`src/design/assert_macros.svh`:
```
// ----------------------------------------------------------------------------
// Assertion macros
// Clocked assertion helpers shared by the timer table RTL. They expect clk and
// rst_n in scope and compile to nothing in synthesis.
// ----------------------------------------------------------------------------
`ifndef ASSERT_MACROS_SVH
`define ASSERT_MACROS_SVH
`ifndef SYNTHESIS
`define DTT_ASSERT(lbl, prop, msg) \
  lbl: assert property (@(posedge clk) disable iff (!rst_n) prop) else $error(msg);
`define DTT_NEVER(lbl, expr, msg) \
  lbl: assert property (@(posedge clk) disable iff (!rst_n) !(expr)) else $error(msg);
`else
`define DTT_ASSERT(lbl, prop, msg)
`define DTT_NEVER(lbl, expr, msg)
`endif
`endif

```
`src/design/dtt_pkg.sv`:
```
// ----------------------------------------------------------------------------
// dtt_pkg
// Types and constants shared by the deadline timer table modules.
// ----------------------------------------------------------------------------
package dtt_pkg;

  // Default table size.
  localparam int SLOTS_DEF = 16;

  // Most fired results that one check reports.
  localparam int MAX_RESULTS = 16;
  localparam int KW          = $clog2(MAX_RESULTS + 1);

  // Field widths of the request and result words.
  localparam int TIME_W    = 32;
  localparam int DELAY_W   = 24;
  localparam int HANDLE_W  = 4;
  localparam int SLOT_ID_W = 4;
  localparam int DL_W      = 33;

  // Request codes.
  typedef logic [1:0] req_t;
  localparam req_t REQ_ADD   = 2'd0;
  localparam req_t REQ_DEL   = 2'd1;
  localparam req_t REQ_CHECK = 2'd2;

  // Sequencer states.
  typedef enum logic [2:0] {
    ST_IDLE,
    ST_SCAN,
    ST_AGE,
    ST_SLOT,
    ST_EVAL,
    ST_RESP
  } state_t;

  // Slot store controls: fill writes deadline and repeat mark and sets the
  // valid bit, clr drops the valid bit of another slot.
  typedef struct packed {
    logic fill;
    logic clr;
  } slot_ctl_t;

endpackage

```
`src/design/deadline_timer_table_core.sv`:
```
// ----------------------------------------------------------------------------
// deadline_timer_table_core
// Table of one-shot and repeating deadline timers with add, delete and check
// requests, run by a small sequencer over a slot store and an age list RAM.
// ----------------------------------------------------------------------------
// Sequencing: an add scans upward from slot 0 to the lowest free slot, or to
//   the last slot when the table is full; a live delete or a check walks the L
//   live entries newest first, with one list read and one compare for each.
// A free handle or an empty check goes straight to the final word; the unused code is dropped.
// Handshake: the final word shows in the first idle cycle and the next request
//   may start then; the receiver cannot stall. Reset clears valid bits and count.
`include "assert_macros.svh"

module deadline_timer_table_core #(
  parameter int SLOTS = dtt_pkg::SLOTS_DEF
) (
  input  logic                          clk,
  input  logic                          rst_n,
  input  logic                          start,
  output logic                          busy,
  input  logic [1:0]                    in_req_type,
  input  logic [dtt_pkg::TIME_W-1:0]    in_now_time,
  input  logic [dtt_pkg::DELAY_W-1:0]   in_delay,
  input  logic                          in_repeat_req,
  input  logic [dtt_pkg::HANDLE_W-1:0]  in_handle,
  output logic                          out_valid,
  output logic [dtt_pkg::SLOT_ID_W-1:0] out_slot_id,
  output logic                          out_fired,
  output logic                          out_ok,
  output logic                          out_last
);
  import dtt_pkg::*;

  localparam int SW = $clog2(SLOTS);
  localparam int CW = $clog2(SLOTS + 1);
  localparam int PW = SW + 2;
  localparam logic [SW-1:0] LAST_POS = SW'(SLOTS - 1);

  // Circular list position helpers.
  function automatic logic [SW-1:0] pos_dec(input logic [SW-1:0] p);
    return (p == '0) ? LAST_POS : p - 1'b1;
  endfunction

  function automatic logic [SW-1:0] pos_inc(input logic [SW-1:0] p);
    return (p == LAST_POS) ? '0 : p + 1'b1;
  endfunction

  function automatic logic [SW-1:0] pos_add(input logic [SW-1:0] a,
                                            input logic [CW-1:0] b);
    logic [PW-1:0] sum;
    sum = PW'(a) + PW'(b);
    if (sum >= PW'(SLOTS)) begin
      sum = sum - PW'(SLOTS);
    end
    return sum[SW-1:0];
  endfunction

  // Sequencer and walk state.
  state_t state_r, state_nxt;
  req_t                 req_r;
  logic [TIME_W-1:0]    now_r;
  logic [DELAY_W-1:0]   delay_r;
  logic                 rep_r;
  logic [HANDLE_W-1:0]  handle_r;
  logic [SW-1:0]        head_r, head_nxt;
  logic [CW-1:0]        cnt_r, cnt_nxt;
  logic [SW-1:0]        rd_pos_r, rd_pos_nxt;
  logic [SW-1:0]        wr_pos_r, wr_pos_nxt;
  logic [CW-1:0]        rem_r, rem_nxt;
  logic [CW-1:0]        n_r, n_nxt;
  logic [KW-1:0]        k_r, k_nxt;
  logic                 pend_vld_r, pend_vld_nxt;
  logic [SW-1:0]        pend_slot_r, pend_slot_nxt;
  logic [SW-1:0]        scan_r, scan_nxt;
  logic                 res_ok_r, res_ok_nxt;
  logic [SLOT_ID_W-1:0] res_slot_r, res_slot_nxt;

  // Output word registers.
  logic                 out_valid_r, out_valid_nxt;
  logic [SLOT_ID_W-1:0] out_slot_r, out_slot_nxt;
  logic                 out_fired_r, out_fired_nxt;
  logic                 out_ok_r, out_ok_nxt;
  logic                 out_last_r, out_last_nxt;

  // Submodule connections.
  slot_ctl_t        slot_ctl;
  logic [SW-1:0]    slot_wr_idx;
  logic [SW-1:0]    slot_clr_idx;
  logic [DL_W:0]    slot_wr_data;
  logic [DL_W:0]    slot_rd_data;
  logic [SLOTS-1:0] slot_valid;
  logic             age_we;
  logic [SW-1:0]    age_waddr;
  logic [SW-1:0]    age_wdata;
  logic [SW-1:0]    age_rdata;

  logic             accept;
  logic             del_found;
  logic [SW-1:0]    walk_top;
  logic [SW-1:0]    list_tail;
  logic [DL_W-1:0]  cur_deadline;
  logic             cur_repeat;
  logic             fire;
  logic             keep;

  dtt_slot_store #(
    .SLOTS   (SLOTS)
  ) u_slot_store (
    .clk     (clk),
    .rst_n   (rst_n),
    .ctl     (slot_ctl),
    .wr_idx  (slot_wr_idx),
    .wr_data (slot_wr_data),
    .clr_idx (slot_clr_idx),
    .rd_idx  (age_rdata),
    .rd_data (slot_rd_data),
    .valid   (slot_valid)
  );

  dtt_age_ram #(
    .DEPTH (SLOTS),
    .WIDTH (SW)
  ) u_age_ram (
    .clk   (clk),
    .we    (age_we),
    .waddr (age_waddr),
    .wdata (age_wdata),
    .raddr (rd_pos_r),
    .rdata (age_rdata)
  );

  assign busy   = (state_r != ST_IDLE);
  assign accept = start && !busy;

  // A delete finds its handle only when it names a live slot of the table.
  always_comb begin
    del_found = 1'b0;
    for (int i = 0; i < SLOTS; i++) begin
      if (i < (1 << HANDLE_W) && in_handle == HANDLE_W'(i)) begin
        del_found = slot_valid[i];
      end
    end
  end

  // Newest and next free positions of the age list.
  assign walk_top  = pos_add(head_r, cnt_r - 1'b1);
  assign list_tail = pos_add(head_r, cnt_r);

  // Shared compare unit: the entry read last is due when its deadline is
  // not later than now, while the result cap is not reached.
  assign cur_deadline = slot_rd_data[DL_W-1:0];
  assign cur_repeat   = slot_rd_data[DL_W];
  assign fire = (req_r == REQ_CHECK) && (k_r < KW'(MAX_RESULTS)) &&
                ({1'b0, now_r} >= cur_deadline);
  assign keep = (req_r == REQ_DEL) ? (age_rdata != SW'(handle_r))
                                   : (!fire || cur_repeat);

  // Next state.
  always_comb begin
    state_nxt = state_r;
    unique case (state_r)
      ST_IDLE: begin
        if (accept) begin
          unique case (in_req_type)
            REQ_ADD:   state_nxt = ST_SCAN;
            REQ_DEL:   state_nxt = del_found ? ST_AGE : ST_RESP;
            REQ_CHECK: state_nxt = (cnt_r == '0) ? ST_RESP : ST_AGE;
            default:   state_nxt = ST_IDLE;
          endcase
        end
      end
      ST_SCAN: begin
        if (!slot_valid[scan_r] || scan_r == LAST_POS) begin
          state_nxt = ST_RESP;
        end
      end
      ST_AGE:  state_nxt = ST_SLOT;
      ST_SLOT: state_nxt = ST_EVAL;
      ST_EVAL: state_nxt = (rem_r == '0) ? ST_RESP : ST_SLOT;
      ST_RESP: state_nxt = ST_IDLE;
      default: state_nxt = ST_IDLE;
    endcase
  end

  // Datapath and outputs of each state.
  always_comb begin
    logic [SW-1:0] wr_pos_w;
    logic [CW-1:0] n_w;

    head_nxt      = head_r;
    cnt_nxt       = cnt_r;
    rd_pos_nxt    = rd_pos_r;
    wr_pos_nxt    = wr_pos_r;
    rem_nxt       = rem_r;
    n_nxt         = n_r;
    k_nxt         = k_r;
    pend_vld_nxt  = pend_vld_r;
    pend_slot_nxt = pend_slot_r;
    scan_nxt      = scan_r;
    res_ok_nxt    = res_ok_r;
    res_slot_nxt  = res_slot_r;
    out_valid_nxt = 1'b0;
    out_slot_nxt  = out_slot_r;
    out_fired_nxt = out_fired_r;
    out_ok_nxt    = out_ok_r;
    out_last_nxt  = out_last_r;
    slot_ctl      = '0;
    slot_wr_idx   = scan_r;
    slot_wr_data  = {rep_r, {1'b0, now_r} + DL_W'(delay_r)};
    slot_clr_idx  = age_rdata;
    age_we        = 1'b0;
    age_waddr     = wr_pos_r;
    age_wdata     = age_rdata;
    wr_pos_w      = wr_pos_r;
    n_w           = n_r;

    unique case (state_r)
      ST_IDLE: begin
        // Prepare a newest-first walk and free a deleted slot at once.
        if (accept) begin
          k_nxt        = '0;
          pend_vld_nxt = 1'b0;
          scan_nxt     = '0;
          rd_pos_nxt   = walk_top;
          wr_pos_nxt   = walk_top;
          rem_nxt      = cnt_r;
          n_nxt        = '0;
          if (in_req_type == REQ_DEL) begin
            res_ok_nxt = del_found;
            if (del_found) begin
              slot_ctl.clr = 1'b1;
              slot_clr_idx = SW'(in_handle);
            end
          end
        end
      end
      ST_SCAN: begin
        // Lowest free slot search, one slot a cycle.
        if (!slot_valid[scan_r]) begin
          slot_ctl.fill = 1'b1;
          age_we        = 1'b1;
          age_waddr     = list_tail;
          age_wdata     = scan_r;
          cnt_nxt       = cnt_r + 1'b1;
          res_ok_nxt    = 1'b1;
          res_slot_nxt  = SLOT_ID_W'(scan_r);
        end else if (scan_r == LAST_POS) begin
          res_ok_nxt    = 1'b0;
          res_slot_nxt  = '0;
        end else begin
          scan_nxt      = scan_r + 1'b1;
        end
      end
      ST_AGE: begin
        // The first list read is under way.
      end
      ST_SLOT: begin
        // The slot read is under way; move the list read on.
        rd_pos_nxt = pos_dec(rd_pos_r);
        rem_nxt    = rem_r - 1'b1;
      end
      ST_EVAL: begin
        // A fired entry is held back one step so that the final one can
        // carry the last flag.
        if (fire) begin
          k_nxt         = k_r + 1'b1;
          pend_vld_nxt  = 1'b1;
          pend_slot_nxt = age_rdata;
          if (pend_vld_r) begin
            out_valid_nxt = 1'b1;
            out_slot_nxt  = SLOT_ID_W'(pend_slot_r);
            out_fired_nxt = 1'b1;
            out_ok_nxt    = 1'b0;
            out_last_nxt  = 1'b0;
          end
          if (!cur_repeat) begin
            slot_ctl.clr = 1'b1;
            slot_clr_idx = age_rdata;
          end
        end
        // Survivors are packed toward the newest end, order kept.
        if (keep) begin
          age_we   = 1'b1;
          wr_pos_w = pos_dec(wr_pos_r);
          n_w      = n_r + 1'b1;
        end
        wr_pos_nxt = wr_pos_w;
        n_nxt      = n_w;
        if (rem_r == '0) begin
          cnt_nxt  = n_w;
          head_nxt = pos_inc(wr_pos_w);
        end
      end
      ST_RESP: begin
        // Final word of the request.
        out_valid_nxt = 1'b1;
        out_last_nxt  = 1'b1;
        out_fired_nxt = 1'b0;
        out_ok_nxt    = res_ok_r;
        out_slot_nxt  = res_slot_r;
        if (req_r == REQ_DEL) begin
          out_slot_nxt = handle_r;
        end else if (req_r == REQ_CHECK) begin
          out_ok_nxt    = 1'b0;
          out_fired_nxt = pend_vld_r;
          out_slot_nxt  = pend_vld_r ? SLOT_ID_W'(pend_slot_r) : '0;
        end
      end
      default: begin
      end
    endcase
  end

  // Control registers.
  always_ff @(posedge clk) begin
    if (!rst_n) begin
      state_r     <= ST_IDLE;
      head_r      <= '0;
      cnt_r       <= '0;
      out_valid_r <= 1'b0;
    end else begin
      state_r     <= state_nxt;
      head_r      <= head_nxt;
      cnt_r       <= cnt_nxt;
      out_valid_r <= out_valid_nxt;
    end
  end

  // Request capture and working registers.
  always_ff @(posedge clk) begin
    if (accept) begin
      req_r    <= in_req_type;
      now_r    <= in_now_time;
      delay_r  <= in_delay;
      rep_r    <= in_repeat_req;
      handle_r <= in_handle;
    end
    rd_pos_r    <= rd_pos_nxt;
    wr_pos_r    <= wr_pos_nxt;
    rem_r       <= rem_nxt;
    n_r         <= n_nxt;
    k_r         <= k_nxt;
    pend_vld_r  <= pend_vld_nxt;
    pend_slot_r <= pend_slot_nxt;
    scan_r      <= scan_nxt;
    res_ok_r    <= res_ok_nxt;
    res_slot_r  <= res_slot_nxt;
    out_slot_r  <= out_slot_nxt;
    out_fired_r <= out_fired_nxt;
    out_ok_r    <= out_ok_nxt;
    out_last_r  <= out_last_nxt;
  end

  assign out_valid   = out_valid_r;
  assign out_slot_id = out_slot_r;
  assign out_fired   = out_fired_r;
  assign out_ok      = out_ok_r;
  assign out_last    = out_last_r;

  // Checks on the table bookkeeping; the fire count is only defined while busy.
  `DTT_ASSERT(a_cnt_bound, cnt_r <= CW'(SLOTS), "live count exceeds the table size")
  `DTT_ASSERT(a_idle_count, !busy |-> ($countones(slot_valid) == int'(cnt_r)), "live count off")
  `DTT_ASSERT(a_last_idle, (out_valid && out_last) |-> !busy, "final word shown while busy")
  `DTT_ASSERT(a_walk_bound, (state_r == ST_SLOT) |-> ((n_r + rem_r) <= cnt_r), "walk overrun")
  `DTT_NEVER(a_fire_cap, busy && (k_r > KW'(MAX_RESULTS)), "check fired past the cap")

endmodule

```
`src/design/dtt_age_ram.sv`:
```
// ----------------------------------------------------------------------------
// dtt_age_ram
// Single write, single read RAM with registered read data. Holds the live
// slot numbers as a circular list, oldest entry at the head.
// ----------------------------------------------------------------------------
module dtt_age_ram #(
  parameter int DEPTH = dtt_pkg::SLOTS_DEF,
  parameter int WIDTH = $clog2(dtt_pkg::SLOTS_DEF)
) (
  input  logic                     clk,
  input  logic                     we,
  input  logic [$clog2(DEPTH)-1:0] waddr,
  input  logic [WIDTH-1:0]         wdata,
  input  logic [$clog2(DEPTH)-1:0] raddr,
  output logic [WIDTH-1:0]         rdata
);
  import dtt_pkg::*;

  logic [WIDTH-1:0] mem_r [DEPTH];

  // Write port.
  always_ff @(posedge clk) begin
    if (we) begin
      mem_r[waddr] <= wdata;
    end
  end

  // Registered read port.
  always_ff @(posedge clk) begin
    rdata <= mem_r[raddr];
  end

endmodule

```
`src/design/dtt_slot_store.sv`:
```
// ----------------------------------------------------------------------------
// dtt_slot_store
// Per-slot valid bits in flip-flops plus a RAM of deadline and repeat mark
// with a registered read port.
// ----------------------------------------------------------------------------
module dtt_slot_store #(
  parameter int SLOTS = dtt_pkg::SLOTS_DEF
) (
  input  logic                     clk,
  input  logic                     rst_n,
  input  dtt_pkg::slot_ctl_t       ctl,
  input  logic [$clog2(SLOTS)-1:0] wr_idx,
  input  logic [dtt_pkg::DL_W:0]   wr_data,
  input  logic [$clog2(SLOTS)-1:0] clr_idx,
  input  logic [$clog2(SLOTS)-1:0] rd_idx,
  output logic [dtt_pkg::DL_W:0]   rd_data,
  output logic [SLOTS-1:0]         valid
);
  import dtt_pkg::*;

  logic [SLOTS-1:0] valid_r;
  logic [DL_W:0]    mem_r [SLOTS];

  // Valid bits: a fill marks the slot live, a clear frees another one.
  always_ff @(posedge clk) begin
    if (!rst_n) begin
      valid_r <= '0;
    end else begin
      if (ctl.fill) begin
        valid_r[wr_idx] <= 1'b1;
      end
      if (ctl.clr) begin
        valid_r[clr_idx] <= 1'b0;
      end
    end
  end

  // Deadline and repeat mark, written when a slot is filled.
  always_ff @(posedge clk) begin
    if (ctl.fill) begin
      mem_r[wr_idx] <= wr_data;
    end
  end

  // Registered read of the slot under evaluation.
  always_ff @(posedge clk) begin
    rd_data <= mem_r[rd_idx];
  end

  assign valid = valid_r;

endmodule
```
`config.mk`:
```
export PLATFORM = sky130hd
export DESIGN_NAME = deadline_timer_table_core
export DESIGN_NICKNAME = d
export VERILOG_FILES = /design/src/design/dtt_pkg.sv /design/src/design/deadline_timer_table_core.sv /design/src/design/dtt_age_ram.sv /design/src/design/dtt_slot_store.sv
export VERILOG_INCLUDE_DIRS = /design/src /design/src/design
export SDC_FILE = /design/constraint.sdc
export NUM_CORES = 1
export LEC_CHECK = 0
export BUFFER_PORTS_ARGS = -buffer_cell sky130_fd_sc_hd__buf_2
export CELL_PAD_IN_SITES_DETAIL_PLACEMENT = 1
export CELL_PAD_IN_SITES_GLOBAL_PLACEMENT = 1
export CORE_MARGIN = 4
export CORE_UTILIZATION = 45
export DETAILED_ROUTE_END_ITERATION = 12
export PLACE_DENSITY = 0.76
export SYNTH_ARGS = -nofsm -noshare
export SYNTH_HDL_FRONTEND = slang
export SYNTH_HIERARCHICAL = 1
export SYNTH_SLANG_ARGS = --single-unit
export TNS_END_PERCENT = 5
```
`constraint.sdc`:
```
create_clock -name clk -period 8.6 [get_ports clk]
set_input_delay 1.29 -clock clk [delete_from_list [all_inputs] [get_ports clk]]
set_output_delay 1.29 -clock clk [all_outputs]
set_load 0.02 [all_outputs]
```
==> metrics.md <==
| Metric | Value |
|---|---|
| DR iter-0 viols | `1685` |
| Min Tclk post-route | `5038 ps` |
| Largest net degree at the start of global routing | `72` |
| Final setup fails | `0` |
| Worst path bufs/invs | `0` |
| GRT Total Usage | `0.2118` |
| Kind of critical path | `flip-flop to flip-flop` |
| PortBufs | `74` |
| Setup Total Neg Slack | `0 ps` |
| Worst-path clk slew | `60 ps` |
| P_leak | `12.34 nW` |
| DR WL/cell | `26.83 um` |
| Die Area | `0.07585 mm2` |
| Number of antenna violations at the first check in global routing | `2` |
| Initial core utilization | `0.4563` |
| Post-DP HPWL | `47.52 mm` |
| CP Launch Type | `flip-flop` |
| Postcts setup bufs | `0` |
| Post-CTS Resized | `0` |
| Crit path required time | `8880 ps` |
| Vias in the first global route | `19100` |
| Yosys reg bits | `782` |
| Unrepaired setup endpoints after global routing | `no` |
| Fin. Hold Viols | `0` |
| CP max FO | `11` |
| Clock skew | `21.42 ps` |
| Chip Height | `275.4 um` |
| Post-synth ARST share | `0` |
| Slew margin rel. | `0.09516` |
| Mapped Avg Cell Area | `17.61 um2` |
| P per Cell Area | `349.6 mW/mm2` |
| Crit. End Element | `flip-flop` |
| # DRC | `0` |
| Vias | `17610` |
| Antenna viol nets, final | `0` |
| Core Rows | `97` |
| Final hold slack | `518.6 ps` |
| Worst IR Drop VDD | `165.3 uV` |
| Final Max Slew Viols | `0` |
| Hold crit path type | `flip-flop to flip-flop` |
| WP data arrival | `5310 ps` |
| Most frequent cells in the layout | `edfxtp_1 (715), mux4_2 (147), nand2_1 (118)` |
| Number of diodes | `0` |
| Commonest non-fill, non-tap cell in the layout | `edfxtp_1` |
| Ports | `75` |
| Initial DRT Pass Iterations | `5` |
| Crit-path cells | `ha_1, a21oi_1, o21ai_0, a221oi_1, a31oi_1, a21oi_2, nand2_1, o21ai_0, or3b_2, nor3_1` |
| H-tree depth | `3` |
| FMAX | `198.5 MHz` |
| Synth Net Count | `1969` |
| Top cell by count, worst path | `o21ai_0` |
| Post-Syn Area | `0.03218 mm2` |
| Horiz. Die Dim | `275.4 um` |
| TritonCTS Buffers | `82` |
| EDFF count, synth | `715` |
| YS warnings | `6` |
| Area growth syn-to-layout | `13.06%` |
| Clock sinks | `782` |
| Core area | `0.07051 mm2` |
| Nets | `2089` |
| # Max-Cap Violations | `0` |
| Filler cell count | `6506` |
| Final period utilization | `0.5858` |
| Placer congestion estimate | `0.8043` |
| CTS Hold Bufs | `0` |
| DRT Wirelength | `79.27 mm` |
| Mean number of vias per cell | `5.961` |
| Worst-Skew Late Latency | `640 ps` |
| Crit path max-delay family | `compound AO/OA/AOI/OAI gates` |
| Worst Tran Pin Value | `1348 ps` |
| Post-synthesis sequential area ratio | `0.7090` |
| Share of cells above drive strength 1 | `0.2205` |
| Dominant synthesized flop cell | `edfxtp_1` |
| Grt ovf | `0` |
| Clock Path Buffers | `3` |
| Slowest cell delay on critical path | `690 ps` |
| Status | `finished, final reports clean` |
| TritonCTS clock tree | `yes` |
| Clock root buffer | `clkbuf_16` |
| Cells after Synth | `1827` |
| Yosys cell types | `68` |
| Slowest cell on crit path | `o21ai_0` |
| First-pass GRT wire length | `119.5 mm` |
[stage by stage]
stage / worst slack [ps] / cell area, um2 / power, mW / cells / util
floorplan: 2305 / 32180 / 8.076 / 1827 / -
global placement: 3863 / 33750 / 9.103 / 2803 / 0.4786
detailed placement: 3613 / 33750 / 9.306 / 2803 / 0.4786
CTS: 3596 / 36380 / 12.82 / 2954 / 0.5159
global route: 3366 / 36380 / 13.37 / 2954 / 0.5159
finish: 3562 / 36380 / 12.72 / 2954 / 0.5159
[layer usage]
layer,global-route usage,share of wire,up-vias
met1,0.2837,0.41,9305
li1,-,-,7568
met3,0.03668,0.060,145
met2,0.3551,0.50,586
met4,0.07088,0.028,4
met5,0,0.00026,-
[registers in the layout, summed over array words and instances, names as in the netlist, 2 cells and up]
signal,count
req_r,2
head_r,4
u_slot_store/rd_data,34
now_r,32
cnt_r,5
u_age_ram/rdata,4
rem_r,5
u_slot_store/mem_r,544
u_age_ram/mem_r,64
n_r,5
delay_r,24
rd_pos_r,4
state_r,3
pend_slot_r,4
u_slot_store/valid,16
k_r,5
wr_pos_r,4
handle_r,4
res_slot_r,4
scan_r,4
out_slot_id,4
[where the power goes]
group / internal, mW / total, mW / leakage [nW] / switching [mW]
logic: 1.32 / 3.63 / 4.02 / 2.32
clock network: 1.99 / 3.48 / 1.29 / 1.49
registers: 5.26 / 5.60 / 7.02 / 0.341
total: 8.57 / 12.7 / 12.3 / 4.15
[cells by family (layout without fill, tap and decap cells)]
family                   after synthesis  in the layout  share of synthesized area
AND/OR/NAND/NOR                      336            336                    0.05024
buffers and inverters                139            326                    0.01917
multiplexers                         175            175                     0.1192
adder cells (fa/ha/maj)               80             80                    0.03150
AO/OA/AOI/OAI                        265            265                    0.05728
flip-flops                           782            782                     0.7090
XOR/XNOR                              50             50                    0.01361
[Yosys cell counts (all sizes together) (10+ instances only)]
master | count | area, um2
nand2 | 118 | 442.9
nor3 | 32 | 160.2
o221a | 19 | 214.0
a22oi | 73 | 548.0
and3 | 10 | 62.56
nand2b | 14 | 87.58
nand3 | 35 | 175.2
mux2 | 11 | 127.6
ha | 73 | 913.4
inv | 66 | 247.7
o21a | 11 | 82.58
nor2 | 61 | 229.0
xor2 | 17 | 148.9
a21oi | 59 | 299.0
mux4 | 161 | 3679
o21ai | 47 | 235.2
clkbuf | 42 | 157.7
dfxtp | 67 | 1341
xnor2 | 33 | 289.0
edfxtp | 715 | 21470
a21o | 15 | 112.6
buf | 31 | 211.5
nor2b | 16 | 100.1
[cell type report]
class | count | area [um2] | area share
sequential | 782 | 22820 | 0.6273
multi-input combinational | 906 | 8869 | 0.2438
clock buffer | 106 | 2172 | 0.05971
tap | 940 | 1176 | 0.03233
timing repair buffer | 109 | 633.1 | 0.01740
clock inverter | 45 | 459.2 | 0.01262
inverter | 66 | 249.0 | 0.006845
[path summary, 6_finish.rpt]
kind                                from                         endpoint  slack, ps  cells after the start
hold reg to reg   head_r[3]$_SDFFE_PN0P_           head_r[3]$_SDFFE_PN0P_        520                      2
setup reg to reg     now_r[10]$_DFFE_PP_  u_age_ram/mem_r[0][3]$_DFFE_PP_       3560                     10
hold / removal    head_r[3]$_SDFFE_PN0P_           head_r[3]$_SDFFE_PN0P_        520                      2
setup / recovery     now_r[10]$_DFFE_PP_  u_age_ram/mem_r[0][3]$_DFFE_PP_       3560                     10
[worst register-to-register path, cell delays in order, from the launching register on]
cell	delay, ps
edfxtp_1	410
ha_1	340
a21oi_1	160
o21ai_0	190
a221oi_1	490
a31oi_1	360
a21oi_2	550
nand2_1	430
o21ai_0	700
or3b_2	550
nor3_1	480
(Power assumes the default switching activity.)
